[src/rtl/ppc_pkg.sv]
// Shared types, constants and the arctangent table for planar pose composition.
package ppc_pkg;

  typedef struct packed {
    logic signed [31:0] start_x;
    logic signed [31:0] start_y;
    logic signed [23:0] start_heading;
    logic signed [31:0] offset_x;
    logic signed [31:0] offset_y;
    logic signed [23:0] offset_heading;
  } in_item_t;

  typedef struct packed {
    logic signed [31:0] result_x;
    logic signed [31:0] result_y;
    logic signed [23:0] result_heading;
    logic               saturated;
  } out_item_t;

  localparam int unsigned AtanCount = 32;

  localparam logic signed [25:0] PiQ20     = 26'sd3294199;
  localparam logic signed [25:0] HalfPiQ20 = 26'sd1647099;
  localparam logic signed [25:0] TwoPiQ20  = 26'sd6588397;

  // CORDIC datapath is Q2.30 plus headroom.
  localparam int unsigned CordW = 34;
  localparam logic signed [CordW-1:0] CordicGain = 34'sd652032874;

  // z lane width: angle up to about pi/2 in 2^-30 units, plus margin.
  localparam int unsigned ZW = 33;

  function automatic logic signed [ZW-1:0] atan_q30(input logic [4:0] idx);
    logic signed [ZW-1:0] v;
    case (idx)
      5'd0:  v = 33'sd843314857;
      5'd1:  v = 33'sd497837829;
      5'd2:  v = 33'sd263043837;
      5'd3:  v = 33'sd133525159;
      5'd4:  v = 33'sd67021687;
      5'd5:  v = 33'sd33543516;
      5'd6:  v = 33'sd16775851;
      5'd7:  v = 33'sd8388437;
      5'd8:  v = 33'sd4194283;
      5'd9:  v = 33'sd2097149;
      5'd10: v = 33'sd1048576;
      5'd11: v = 33'sd524288;
      5'd12: v = 33'sd262144;
      5'd13: v = 33'sd131072;
      5'd14: v = 33'sd65536;
      5'd15: v = 33'sd32768;
      5'd16: v = 33'sd16384;
      5'd17: v = 33'sd8192;
      5'd18: v = 33'sd4096;
      5'd19: v = 33'sd2048;
      5'd20: v = 33'sd1024;
      5'd21: v = 33'sd512;
      5'd22: v = 33'sd256;
      5'd23: v = 33'sd128;
      5'd24: v = 33'sd64;
      5'd25: v = 33'sd32;
      5'd26: v = 33'sd16;
      5'd27: v = 33'sd8;
      5'd28: v = 33'sd4;
      5'd29: v = 33'sd2;
      5'd30: v = 33'sd1;
      default: v = '0;
    endcase
    return v;
  endfunction

endpackage

[src/rtl/ppc_cordic_stage.sv]
// One registered CORDIC rotation stage with its side payload.
module ppc_cordic_stage #(
  parameter int unsigned STAGE  = 0,
  parameter int unsigned SIDE_W = 1
) (
  input  logic                              clk,
  input  logic                              rst,
  input  logic                              en,
  input  logic                              in_valid,
  input  logic signed [ppc_pkg::CordW-1:0]  in_x,
  input  logic signed [ppc_pkg::CordW-1:0]  in_y,
  input  logic signed [ppc_pkg::ZW-1:0]     in_z,
  input  logic [SIDE_W-1:0]                 in_side,
  output logic                              out_valid,
  output logic signed [ppc_pkg::CordW-1:0]  out_x,
  output logic signed [ppc_pkg::CordW-1:0]  out_y,
  output logic signed [ppc_pkg::ZW-1:0]     out_z,
  output logic [SIDE_W-1:0]                 out_side
);

  localparam logic [4:0] Idx = 5'(STAGE);

  logic signed [ppc_pkg::CordW-1:0] xs, ys, x_next, y_next;
  logic signed [ppc_pkg::ZW-1:0]    a, z_next;

  always_comb begin
    xs = in_x >>> STAGE;
    ys = in_y >>> STAGE;
    a  = ppc_pkg::atan_q30(Idx);
    if (!in_z[ppc_pkg::ZW-1]) begin
      x_next = in_x - ys;
      y_next = in_y + xs;
      z_next = in_z - a;
    end else begin
      x_next = in_x + ys;
      y_next = in_y - xs;
      z_next = in_z + a;
    end
  end

  always_ff @(posedge clk) begin
    if (rst) begin
      out_valid <= 1'b0;
    end else if (en) begin
      out_valid <= in_valid;
    end
  end

  always_ff @(posedge clk) begin
    if (en) begin
      out_x    <= x_next;
      out_y    <= y_next;
      out_z    <= z_next;
      out_side <= in_side;
    end
  end

endmodule

[config.mk]
export PLATFORM = sky130hd
export DESIGN_NAME = ppc_cordic_stage
export DESIGN_NICKNAME = d
export VERILOG_FILES = /design/src/rtl/ppc_pkg.sv /design/src/rtl/ppc_cordic_stage.sv
export SDC_FILE = /design/constraint.sdc
export NUM_CORES = 1
export LEC_CHECK = 0
export ABC_AREA = 1
export BUFFER_PORTS_ARGS = -buffer_cell sky130_fd_sc_hd__buf_4
export CAP_MARGIN = 40
export CORE_MARGIN = 5
export CORE_UTILIZATION = 59
export DETAILED_ROUTE_END_ITERATION = 6
export MAX_ROUTING_LAYER = met4
export PLACE_DENSITY = 0.91
export SETUP_SLACK_MARGIN = 0.05
export SYNTH_ARGS = -nofsm -noshare
export SYNTH_HDL_FRONTEND = slang
export SYNTH_SLANG_ARGS = --single-unit
[constraint.sdc]
create_clock -name clk -period 3.39 [get_ports clk]
set_input_delay 0.339 -clock clk [delete_from_list [all_inputs] [get_ports clk]]
set_output_delay 0.339 -clock clk [all_outputs]
set_load 0.1 [all_outputs]
# Word level (Yosys, flattened, before mapping)
# Index checks and enable logic that the tools add are counted.
# W data, S select, Z words.
# word_totals
regBits	103
latchBits	0
ram_bits	0
mem_bits_ro	0
inputBits	106
output_inout_bits	103
word_cells	13
memories	0
# op_classes
n_addsub	5
n_mul	0
div	0
n_lt_le_gt_ge	0
eq_ne	0
n_shift	0
muxes	3
bitwise	0
reduce_logical	0
# ops
op	count
$mux W34	2
$sub A34 B34 Y34	2
$add A34 B34 Y34	1
$add A33 B31 Y33 const B	1
$mux W33	1
$sub A33 B31 Y33 const B	1

# Logic depth before layout (Yosys ltp)
# Gate-level depths: netlist of run 1.
# logic_depth
depth_word	2
ltp_mapped	17
depth_no_buf	16

# Worst setup path after synthesis of run 1
# No wires, ideal clock.
# synth_timing
path_type	input-to-reg
from	input port in_z[32] in the netlist's numbering
to	register out_z[21] in the netlist's numbering, data pin
setup_time_ps	252
arrival_time_ps	2221
t_required_ps	3138
setup_slack_ps	916
path_stages	14
n_path_buf	2
path_cell_list	clkbuf_1 -> inv_2 -> buf_2 -> ha_1 -> a21oi_1 -> nand2_1 -> nand2_1 -> nand2_1 -> a21oi_1 -> o21ai_0 -> nand2_1 -> nand2_1 -> nand2_1 -> nand2_1
# synth_between
elab_chain_cells	1
# synth_rtl
item	line_no	rtl
start: declaration	ppc_cordic_stage.sv:12	input logic signed [ppc_pkg::ZW-1:0] in_z,
$mux W33	ppc_cordic_stage.sv:30	if (!in_z[ppc_pkg::ZW-1]) begin
via z_next, one bit	ppc_cordic_stage.sv:24	logic signed [ppc_pkg::ZW-1:0] a, z_next;
end signal: assignment	ppc_cordic_stage.sv:53	out_z <= z_next;
end: declaration	ppc_cordic_stage.sv:17	output logic signed [ppc_pkg::ZW-1:0] out_z,
# The timed path passes the listed nets, and every way through them passes these cells.
# A chain may end at the register's enable or synchronous reset.

# Worst setup path in the final report of run 1
# layout_timing
from	input port in_x[29] in the netlist's numbering
to	register out_y[33] in the netlist's numbering, data pin
# layout_between
elab_chain_cells	2
word_cells_on_any_way	3
cone_classes	2 x add/sub; 1 x mux
# layout_rtl
item	line_no	rtl
start: declaration	ppc_cordic_stage.sv:10	input logic signed [ppc_pkg::CordW-1:0] in_x,
$add A34 B34 Y34 / $sub A34 B34 Y34 (equally long branches)	ppc_cordic_stage.sv:32, ppc_cordic_stage.sv:36	
$mux W34 *	ppc_cordic_stage.sv:30	
via y_next, one bit	ppc_cordic_stage.sv:23	logic signed [ppc_pkg::CordW-1:0] xs, ys, x_next, y_next;
end signal: assignment	ppc_cordic_stage.sv:52	out_y <= y_next;
end: declaration	ppc_cordic_stage.sv:16	output logic signed [ppc_pkg::CordW-1:0] out_y,
# Mark *: on every way through the listed nets, which the timed path passes. The rest lies on a longest branch.

==> metrics, run 1 <==
Die Footprint 0.0239 mm2; initial drt markers 1201; Yosys reg bits 102; number of failing hold endpoints at the final stage 0; post-cts hold buffer count 0; ranking of synthesized cells by area edfxtp_1 25%, nand2_1 17%, ha_1 13%; Max Clock Skew 0 ns; Root Driver clkbuf_16; clock-pin slew on the worst setup and hold paths 0.08 ns; pwr dens 448 mW/mm2; crit path time final 2.51 ns; post-synthesis adder-cell area fraction 0.139; area of the placeable core 0.0208 mm2; CTS HTree Levels 3; post-detailed-routing wire length 42600 um; CP max FO 14; area growth from synthesis to layout 16.3%; most area-hungry cell type in the Yosys netlist edfxtp_1; via count normalized by instance count 5.80; result of the run completed; unrepaired setup endpoints after global routing false; Worst Max-Slew Pin Slew 0.622 ns; count of inserted antenna diode cells 0; die outline width 155 um; CP Data Required Time 3.52 ns; max_slew headroom 0.581; post-synthesis xor/xnor area fraction 0.0312; WL/cell 18.0 um; site row count 53; worst-case setup slack after placement 0.599 ns; syn_nets 2145; Arr. time, crit path 2.64 ns; Warnings, synthesis 0; area share of the leading cell type in the synthesized netlist 0.246; Lkg Pwr 7.37 nW; startpoint type of the worst setup path primary input; achievable clock frequency 398 MHz; clock sink count 102; routed via count 13700; number of global-route vias before repair 13000; dominant combinational cell family by area after synthesis simple AND/OR/NAND/NOR gates; peak supply drop 0.317 mV; number of maximum-capacitance constraint violations 0; fraction of registers with async set or reset after synthesis 0; global route total overflow 0; proportion of synthesized area in mux cells 0.00162; compound-cell area share of the yosys netlist 0.140; CTS max path bufs 2; syn avg cell area 6.49 um2; count of endpoints failing setup in the final report 0; period utilization 0.740; worst setup path category in -> reg; post-cts sizing count 0; post-route setup TNS 0 ns; simple logic cell fraction of the synthesized area 0.329; synth unique cells 43; setup ws final 0.880 ns; count of input and output buffers 208; number of buffers added for setup after CTS 0; detailed-router iteration count before antenna repair 6; Starting Density 0.593; Top Ports 209; GRT Util Overall 0.352; final weighted congestion of routability-driven global placement 1.03; combined area of all synthesized cells 0.0124 mm2; instance count of the mapped netlist 1904; pin count of the biggest net entering global routing 72; CTS tree yes; worst slack on hold paths 0.114 ns; fraction of final layout cells sized beyond drive strength 1 0.129; final-stage net count 2326; clock buffer count from CTS 9; wire length of the first global-routing pass 65500 um; y dimension of the die 155 um; Post-DRT Antenna Nets 0; sum of net half-perimeters after detailed placement 35300 um; remaining design rule violation count 0; type of destination of the critical path register; classification of the worst-slack hold path in -> reg; EDFF count, synth 101; cell types with the highest counts after synthesis 544 x nand2_1, 282 x inv_1, 181 x nand3_1; portion of the post-synthesis area used by sequential elements 0.247; most frequent cell after synthesis nand2_1; worst skew pair latency 0.37 ns; initial antenna violation count 0; Final Slew Violations 0; dominant synthesized flop cell edfxtp_1
layout by cell type (no fill, tap or decap), drive strengths merged:
cell type,count
a21o,7
nand3,183
nand3b,4
a211oi,1
mux2i,2
buf,215
o21a,10
nor2,168
nor4,5
bufinv,1
xor2,37
ha,131
edfxtp,101
o21bai,19
nand2,559
o31ai,1
a21boi,1
and3,1
xnor2,7
a21oi,157
or2,4
and2,1
fa,4
clkinv,4
clkbuf,9
dfxtp,1
a31oi,2
o21ai,112
o211ai,3
o22ai,7
nand4,19
nor3,24
inv,290
layout make-up:
cell class	instances	area, um2
Timing Repair Buffer	215	1650
Clock inverter	7	103
Fill cell	1850	6460
Multi-Input combinational cell	1469	7910
Inverter	288	1080
Tap cell	275	344
Clock buffer	9	225
Sequential cell	102	3050
power breakdown:
| group | total, W | switching (W) | internal [W] |
|---|---|---|---|
| combinational | 0.00353 | 0.00269 | 0.000846 |
| clock | 0.00120 | 0.000597 | 0.000601 |
| sequential | 0.00170 | 0.0000694 | 0.00163 |
worst paths after layout:
kind	from	end	slack, ns	depth (start not counted)
hold reg to reg	out_valid	out_valid	0.51	2
setup reg to reg	out_valid	out_valid	2.81	2
setup / recovery	in_x[29]	out_y[33]	0.88	12
hold / removal	rst	out_valid	0.11	2
critical path, stage by stage:
cell and delay [ns]:
buf_4 0.09, inv_1 0.04, ha_1 0.59, nand2_1 0.29, nor3_1 0.55, nand3_1 0.19, nor2_1 0.20, nor2_1 0.09
nand2_1 0.07, nand2_1 0.05, nand3_1 0.07, nand2_1 0.06
cells by family (layout without fill, tap and decap cells):
family,count (synthesis),in the layout
AND/OR/NAND/NOR,968,968
buffers and inverters,333,519
AO/OA/AOI/OAI,320,320
adder cells (fa/ha/maj),135,135
flip-flops,102,102
XOR/XNOR,44,44
multiplexers,2,2
state kept, by name, indices dropped and copies added, names as in the netlist:
name       count
out_x         34
out_valid      1
out_z         33
out_y         33
out_side       1
metal layers:
metal | up-vias | wire length, um | track usage
met4 | 0 | 1710 | 0.138
met5 | - | 0 | -
met2 | 774 | 19900 | 0.583
li1 | 6578 | - | -
met1 | 6241 | 17100 | 0.446
met3 | 122 | 3940 | 0.0358
metrics by stage:
step / area [um2] / std cells / util / total power, W
global route: 14400 / 2365 / 0.690 / 0.00669
detailed placement: 14000 / 2349 / 0.674 / 0.00520
CTS: 14400 / 2365 / 0.690 / 0.00637
global placement: 14000 / 2348 / 0.673 / 0.00516
floorplan: 12400 / 1904 / - / 0.00432
finish: 14400 / 2365 / 0.690 / 0.00643
Note: power is estimated with default switching activity, not from simulation.
==> run 2, diff against run 1 <==
CORE_UTILIZATION = 53   (was 59)
PLACE_DENSITY = 0.87   (was 0.91)
clock period = 2.1 ns   (was 3.39 ns; I/O delays follow)
==> run 2 against run 1 <==
The flow now finishes with violations (DRC). Flip-flop and latch count did not move. Worst setup slack got worse by 0.78 ns. First-iteration DRC count rose by 33%. Power rose by 75%. Hold slack got worse by 0.098 ns. Utilization rose by 6.2 points. Sequential share of layout area fell by 3.4 points. Critical path depth rose by 3. Count of clock-buffer cells in the layout did not move. Register-to-register slack got worse by 1.3 ns. Combinational power rose by 89%. Non-clock buffer count rose by 339. Critical endpoint is now out_y[29].
==> metrics, run 2 (synthesized netlist as in run 1, its figures left out) <==
Die Footprint 0.0265 mm2; worst skew pair latency 0.37 ns; CTS tree yes; number of instances in the placed design 2724; wire length of the first global-routing pass 75400 um; fraction of final layout cells sized beyond drive strength 1 0.272; remaining design rule violation count 2; Worst Max-Slew Pin Slew 0.573 ns; count of endpoints failing setup in the final report 0; Lkg Pwr 8.98 nW; achievable clock frequency 501 MHz; post-detailed-routing wire length 48800 um; final weighted congestion of routability-driven global placement 1.04; most common cell after layout, fill and taps aside buf_4; CP max FO 5; Worst Setup SP in_x[3]; number of buffer and inverter stages on the critical path 5; total power consumption of the routed design 0.0113 W; y dimension of the die 163 um; final-stage net count 2665; failing checks DRC; pwr dens 657 mW/mm2; origin of the worst min-delay path in_side; CTS max path bufs 2; worst slack on hold paths 0.0159 ns; number of flip-flops under the largest register name 34; unrepaired setup endpoints after global routing true; Starting Density 0.542; maximum single-stage delay on the critical path 0.33 ns; largest registers out_x: 34 flops, out_y: 33 flops, out_z: 33 flops; initial antenna violation count 0; count of input and output buffers 208; CP Data Required Time 2.23 ns; site row count 55; WL/cell 17.8 um; global route total overflow 0; Root Driver clkbuf_16; Most Frequent Cell on Critical Path nand2_1; CP top delay family buffers and inverters; Top Ports 209; type of destination of the critical path register; clock-pin slew on the worst setup and hold paths 0.09 ns; max_slew headroom 0.618; clock buffer count from CTS 9; Final Slew Violations 0; Max Clock Skew 0 ns; commonest cells after routing, fill and taps aside 548 x buf_4, 532 x nand2_1, 282 x inv_1; crit path time final 1.99 ns; Post-DRT Antenna Nets 0; number of global-route vias before repair 15200; result of the run complete, but fails checks; period utilization 0.950; die outline width 163 um; series of cell instances along the critical path buf_4 -> inv_1 -> ha_2 -> buf_4 -> nand2_1 -> inv_1 -> nand2_1 -> nand2_1 -> a21oi_1 -> o21ai_1 -> buf_4 -> nand2_1 -> nand3_1 -> nand3_1 -> nand2_1; pin count of the biggest net entering global routing 47; number of maximum-capacitance constraint violations 0; Arr. time, crit path 2.12 ns; area of the placeable core 0.0228 mm2; startpoint type of the worst setup path primary input; via count normalized by instance count 5.58; peak supply drop 0.553 mV; Reg2Reg Setup Slack 1.52 ns; CTS HTree Levels 3; count of inserted antenna diode cells 0; Core Util, Final 0.752; classification of the worst-slack hold path in -> reg; area growth from synthesis to layout 38.7%; Reg2Reg Launch Point out_valid; worst setup path category in -> reg; detailed-router iteration count before antenna repair 7; routed via count 15300; number of failing hold endpoints at the final stage 0; initial drt markers 1595; sum of net half-perimeters after detailed placement 40700 um; GRT Util Overall 0.367; cell at the slowest stage of the critical path a21oi_1; Most flops, register out_x; clock sink count 102; Layout Cells excl Fill 2742
==> run 2: path summary, 6_finish.rpt <==
| kind | to | depth (start not counted) |
|---|---|---|
| max reg2reg | out_valid | 2 |
| min reg2reg | out_valid | 2 |
| max | out_y[29] | 15 |
| min | out_side | 1 |
==> run 2: layer usage <==
| layer | GRT usage | vias up | routed length [um] | share of wire |
|---|---|---|---|---|
| met5 | - | - | 0 | 0 |
| met4 | 0.149 | 0 | 2120 | 0.043 |
| met3 | 0.0453 | 189 | 4590 | 0.094 |
| met2 | 0.612 | 934 | 22700 | 0.47 |
| met1 | 0.453 | 6905 | 19400 | 0.40 |
| li1 | - | 7262 | - | - |
==> run 2: area by class of cell <==
cell class / instances / area, um2
clock inverter: 7 / 77.6
inverter: 288 / 1080
timing repair buffer: 554 / 4220
multi-input combinational: 1469 / 8090
clock buffer: 9 / 225
tap: 313 / 392
fill: 1783 / 5650
sequential: 102 / 3050
==> run 2: worst register-to-register path, delay by kind of cell (launching register included) <==
family / cells / cell delay [ns]
flops: 1 / 0.32
mux: 1 / 0.12
simple gates: 1 / 0.05
==> run 2: power by group <==
group	switching [W]	internal [W]
sequential	0.000111	0.00263
combinational	0.00462	0.00205
clock	0.000991	0.000850
==> run 2: timing repair <==
| action | 4_1_cts | 5_1_grt |
|---|---|---|
| pin swaps | 0 | 5 |
| hold endpoints to repair | 1 | 0 |
| setup endpoints to repair | 8 | 46 |
| gates resized for setup | 3 | 59 |
| hold buffers | 1 | 0 |
| gates cloned | 0 | 0 |
| buffers inserted | 0 | 1 |
==> run 2: stage by stage <==
step,cell area [um2],setup TNS [ns],setup slack (ns)
2_1_floorplan,12400,0,0.0506
3_3_place_gp,16600,-10.92,-0.323
3_5_place_dp,16600,-15.24,-0.398
4_1_cts,17000,0,0.0612
5_1_grt,17100,0,0.0168
6_report,17100,0,0.105
==> run 3, diff against run 2 <==
ABC_AREA = not set   (was 1)
CORE_UTILIZATION = 52   (was 53)
==> run 3 against run 2 <==
The flow now stops in 5_1_grt. Synthesized cell count shrank 35%. Area after synthesis is 13% lower.
==> metrics, run 3 <==
result of the run stopped before the end; failing step 5_1_grt; First Error [ERROR GRT-0232] Routing congestion too high. Check the congestion heatmap in the GUI.; clock buffer count from CTS 9; sum of net half-perimeters after detailed placement 34600 um; Warnings, synthesis 0; Starting Density 0.530; initial antenna violation count 5; Worst-path end type sequential cell input; die outline width 154 um; EDFF count, synth 101; syn_nets 1472; site row count 52; CTS max path bufs 2; pin count of the biggest net entering global routing 64; worst-case setup slack after placement -0.832 ns; instance count of the mapped netlist 1231; global route total overflow 5; cell area after placement 0.0161 mm2; Yosys reg bits 102; area share of the leading cell type in the synthesized netlist 0.283; Root Driver clkbuf_16; most frequent cell after synthesis a21oi_1; syn avg cell area 8.71 um2; dominant synthesized flop cell edfxtp_1; ranking of synthesized cells by area edfxtp_1 28%, ha_1 15%, a21oi_1 6.9%; y dimension of the die 154 um; fraction of registers with async set or reset after synthesis 0; GRT Util Overall 0.729; most area-hungry cell type in the Yosys netlist edfxtp_1; Top Ports 209; count of input and output buffers 208; clock sink count 102; worst endpoint left by the global-route repair_timing run out_x[22]$_DFFE_PP_/D; CTS HTree Levels 3; cell types with the highest counts after synthesis 147 x a21oi_1, 131 x ha_1, 114 x inv_1; synth unique cells 93; final weighted congestion of routability-driven global placement 1.06; combined area of all synthesized cells 0.0107 mm2; portion of the post-synthesis area used by sequential elements 0.285
[run 3: cell types whose count changed after synthesis, moves of 30 or more]
cell / before / now
nand2_1: 544 / 60
a21o_1: 7 / 37
nor2_1: 160 / 84
xnor2_1: 7 / 81
nand3_1: 181 / 20
inv_1: 282 / 114
[run 3: logic make-up after synthesis]
logic type | Yosys count | share of synthesized area
AO/OA/AOI/OAI | 428 | 0.265
XOR/XNOR | 95 | 0.0776
adder cells (fa/ha/maj) | 135 | 0.160
buffers and inverters | 172 | 0.0655
flip-flops | 102 | 0.285
multiplexers | 18 | 0.0169
AND/OR/NAND/NOR | 281 | 0.130
[run 3: what timing repair did]
item,in CTS
endpoints found under the hold margin,1
cloned,1
buffers inserted,23
endpoints found under the setup margin,66
pin swaps,68
hold buffers,1
resized for setup,130
[run 3: layer usage]
metal  GRT usage  GRT overflow
met5           -             -
met2       0.877             2
met1       0.704             0
met3       0.601             0
met4       0.681             3
[run 3: metrics by stage]
stage | setup TNS [ns] | cells
4_1_cts | -10.58 | 2115
3_5_place_dp | -41.57 | 2076
3_3_place_gp | -38.13 | 2076
2_1_floorplan | -7.51 | 1231
==> run 4, diff against run 3 <==
CORE_UTILIZATION = 40   (was 52)
MAX_ROUTING_LAYER = not set   (was met4)
PLACE_DENSITY = not set   (was 0.87)
PLACE_DENSITY_LB_ADDON = 0.15   (was not set)
SETUP_SLACK_MARGIN = not set   (was 0.05)
clock period = 2.75 ns   (was 2.1 ns; I/O delays follow)
==> run 4 against run 3 <==
The run now ends clean. Synthesized cell count is the same. Area after synthesis is the same.
==> metrics, run 4 <==
Starting Density 0.402; Warnings, synthesis 0; number of failing hold endpoints at the final stage 0; combined area of all synthesized cells 0.0107 mm2; cell at the slowest stage of the critical path a311oi_1; post-detailed-routing wire length 37600 um; worst setup path category in -> reg; GRT Util Overall 0.240; crit path time final 2.65 ns; post-cts hold buffer count 0; final weighted congestion of routability-driven global placement 0.951; remaining design rule violation count 0; Die Footprint 0.0302 mm2; Yosys reg bits 102; cell types with the highest counts after synthesis 147 x a21oi_1, 131 x ha_1, 114 x inv_1; most area-hungry cell type in the Yosys netlist edfxtp_1; period utilization 0.965; maximum single-stage delay on the critical path 0.43 ns; commonest cells after routing, fill and taps aside 539 x buf_4, 144 x a21oi_1, 129 x ha_1; dominant synthesized flop cell edfxtp_1; global route total overflow 0; area growth from synthesis to layout 43.3%; Lkg Pwr 7.31 nW; number of global-route vias before repair 10900; Final Slew Violations 0; y dimension of the die 174 um; EDFF count, synth 101; fraction of final layout cells sized beyond drive strength 1 0.353; peak supply drop 0.380 mV; series of cell instances along the critical path buf_4 -> inv_1 -> ha_1 -> a21oi_1 -> o21ai_0 -> a21o_1 -> a311oi_1 -> buf_4 -> o211ai_1 -> a41o_1 -> nor2b_1 -> o22ai_1 -> xnor2_1; setup ws final 0.0962 ns; clock buffer count from CTS 9; type of destination of the critical path register; Most flops, register out_x; WL/cell 18.1 um; Post-DRT Antenna Nets 0; area of the placeable core 0.0267 mm2; initial drt markers 778; achievable clock frequency 377 MHz; Most Frequent Cell on Critical Path buf_4; via count normalized by instance count 5.31; area share of the leading cell type in the synthesized netlist 0.283; most common cell after layout, fill and taps aside buf_4; synth unique cells 93; Layout Cells excl Fill 2080; worst skew pair latency 0.36 ns; CTS tree yes; number of maximum-capacitance constraint violations 0; count of input and output buffers 208; syn_nets 1472; routed via count 11000; max_slew headroom 0.582; CP top delay family compound AO/OA/AOI/OAI gates; syn avg cell area 8.71 um2; largest registers out_x: 34 flops, out_y: 33 flops, out_z: 33 flops; Worst Max-Slew Pin Slew 0.622 ns; pin count of the biggest net entering global routing 54; result of the run completed; CTS HTree Levels 3; classification of the worst-slack hold path in -> reg; startpoint type of the worst setup path primary input; clock sink count 102; initial antenna violation count 0; portion of the post-synthesis area used by sequential elements 0.285; worst slack on hold paths 0.0556 ns; count of endpoints failing setup in the final report 0; sum of net half-perimeters after detailed placement 31500 um; clock-pin slew on the worst setup and hold paths 0.09 ns; wire length of the first global-routing pass 58700 um; number of buffer and inverter stages on the critical path 3; number of instances in the placed design 2064; site row count 60; fraction of registers with async set or reset after synthesis 0; worst-case setup slack after placement -0.407 ns; Arr. time, crit path 2.77 ns; number of buffers added for setup after CTS 0; ranking of synthesized cells by area edfxtp_1 28%, ha_1 15%, a21oi_1 6.9%; most frequent cell after synthesis a21oi_1; instance count of the mapped netlist 1231; number of flip-flops under the largest register name 34; Top Ports 209; final-stage net count 1975; CP Data Required Time 2.87 ns; Root Driver clkbuf_16; die outline width 174 um; Max Clock Skew 0 ns; CTS max path bufs 2; count of inserted antenna diode cells 0; CP max FO 4; detailed-router iteration count before antenna repair 5; pwr dens 556 mW/mm2
==> run 4: cell counts after synthesis <==
Identical to the previous run, type by type.
==> run 4: per-layer routing <==
layer	part of all wire	wire [um]	track usage
met4	0.017	646	0.0587
met5	0	0	0
met1	0.47	17800	0.342
met3	0.052	1940	0.0177
met2	0.46	17300	0.398
==> run 4: worst reg2reg max path: cells and delay by family (launching register included) <==
kind             cells  cell delay [ns]
and+or+nand+nor      1             0.05
muxes                1             0.12
DFF                  1             0.32
==> run 4: cell type report <==
cell class	instances	area, um2
fill	2463	11300
timing repair buffer	541	4090
sequential	102	3050
clock inverter	7	67.6
clock buffer	9	225
multi-input combinational	957	7040
tap	341	427
inverter	123	462
==> run 4: cell families after synthesis <==
group,synth area share
AOI/OAI and AO/OA,0.265
muxes,0.0169
xor gates and xnor gates,0.0776
buffers and inverters,0.0655
DFF,0.285
and+or+nand+nor,0.130
adders and majority gates,0.160
==> run 4: metrics by stage <==
step	total power, W	cell area (um2)	util	setup TNS [ns]
floorplan	0.00551	10700	-	0
CTS	0.00854	15300	0.574	0
finish	0.00853	15400	0.576	0
global placement	0.00716	15000	0.563	-7.91
detailed placement	0.00718	15000	0.563	-8.16
global route	0.00890	15400	0.576	-0.00421
==> run 4: path summary, 6_finish.rpt <==
path	cells past startpoint	slack (ns)	to	start
worst min-delay path	2	0.06	out_valid	rst
worst min register to register	2	0.51	out_valid	out_valid
worst max register to register	2	2.16	out_valid	out_valid
worst max-delay path	13	0.1	out_y[27]	in_x[14]
==> run 4: what timing repair did <==
action | CTS | global route
gates resized for setup | 1 | 20
setup endpoints to repair | 2 | 16
gates cloned | 0 | 0
pin swaps | 0 | 5
==> run 4: power by group <==
group          switching (W)  total (W)  internal (W)  leakage, nW
logic                0.00340    0.00503       0.00163         6.17
registers          0.0000985    0.00216       0.00207        0.997
clock network       0.000698    0.00134      0.000642        0.145
total                0.00420    0.00853       0.00434         7.31
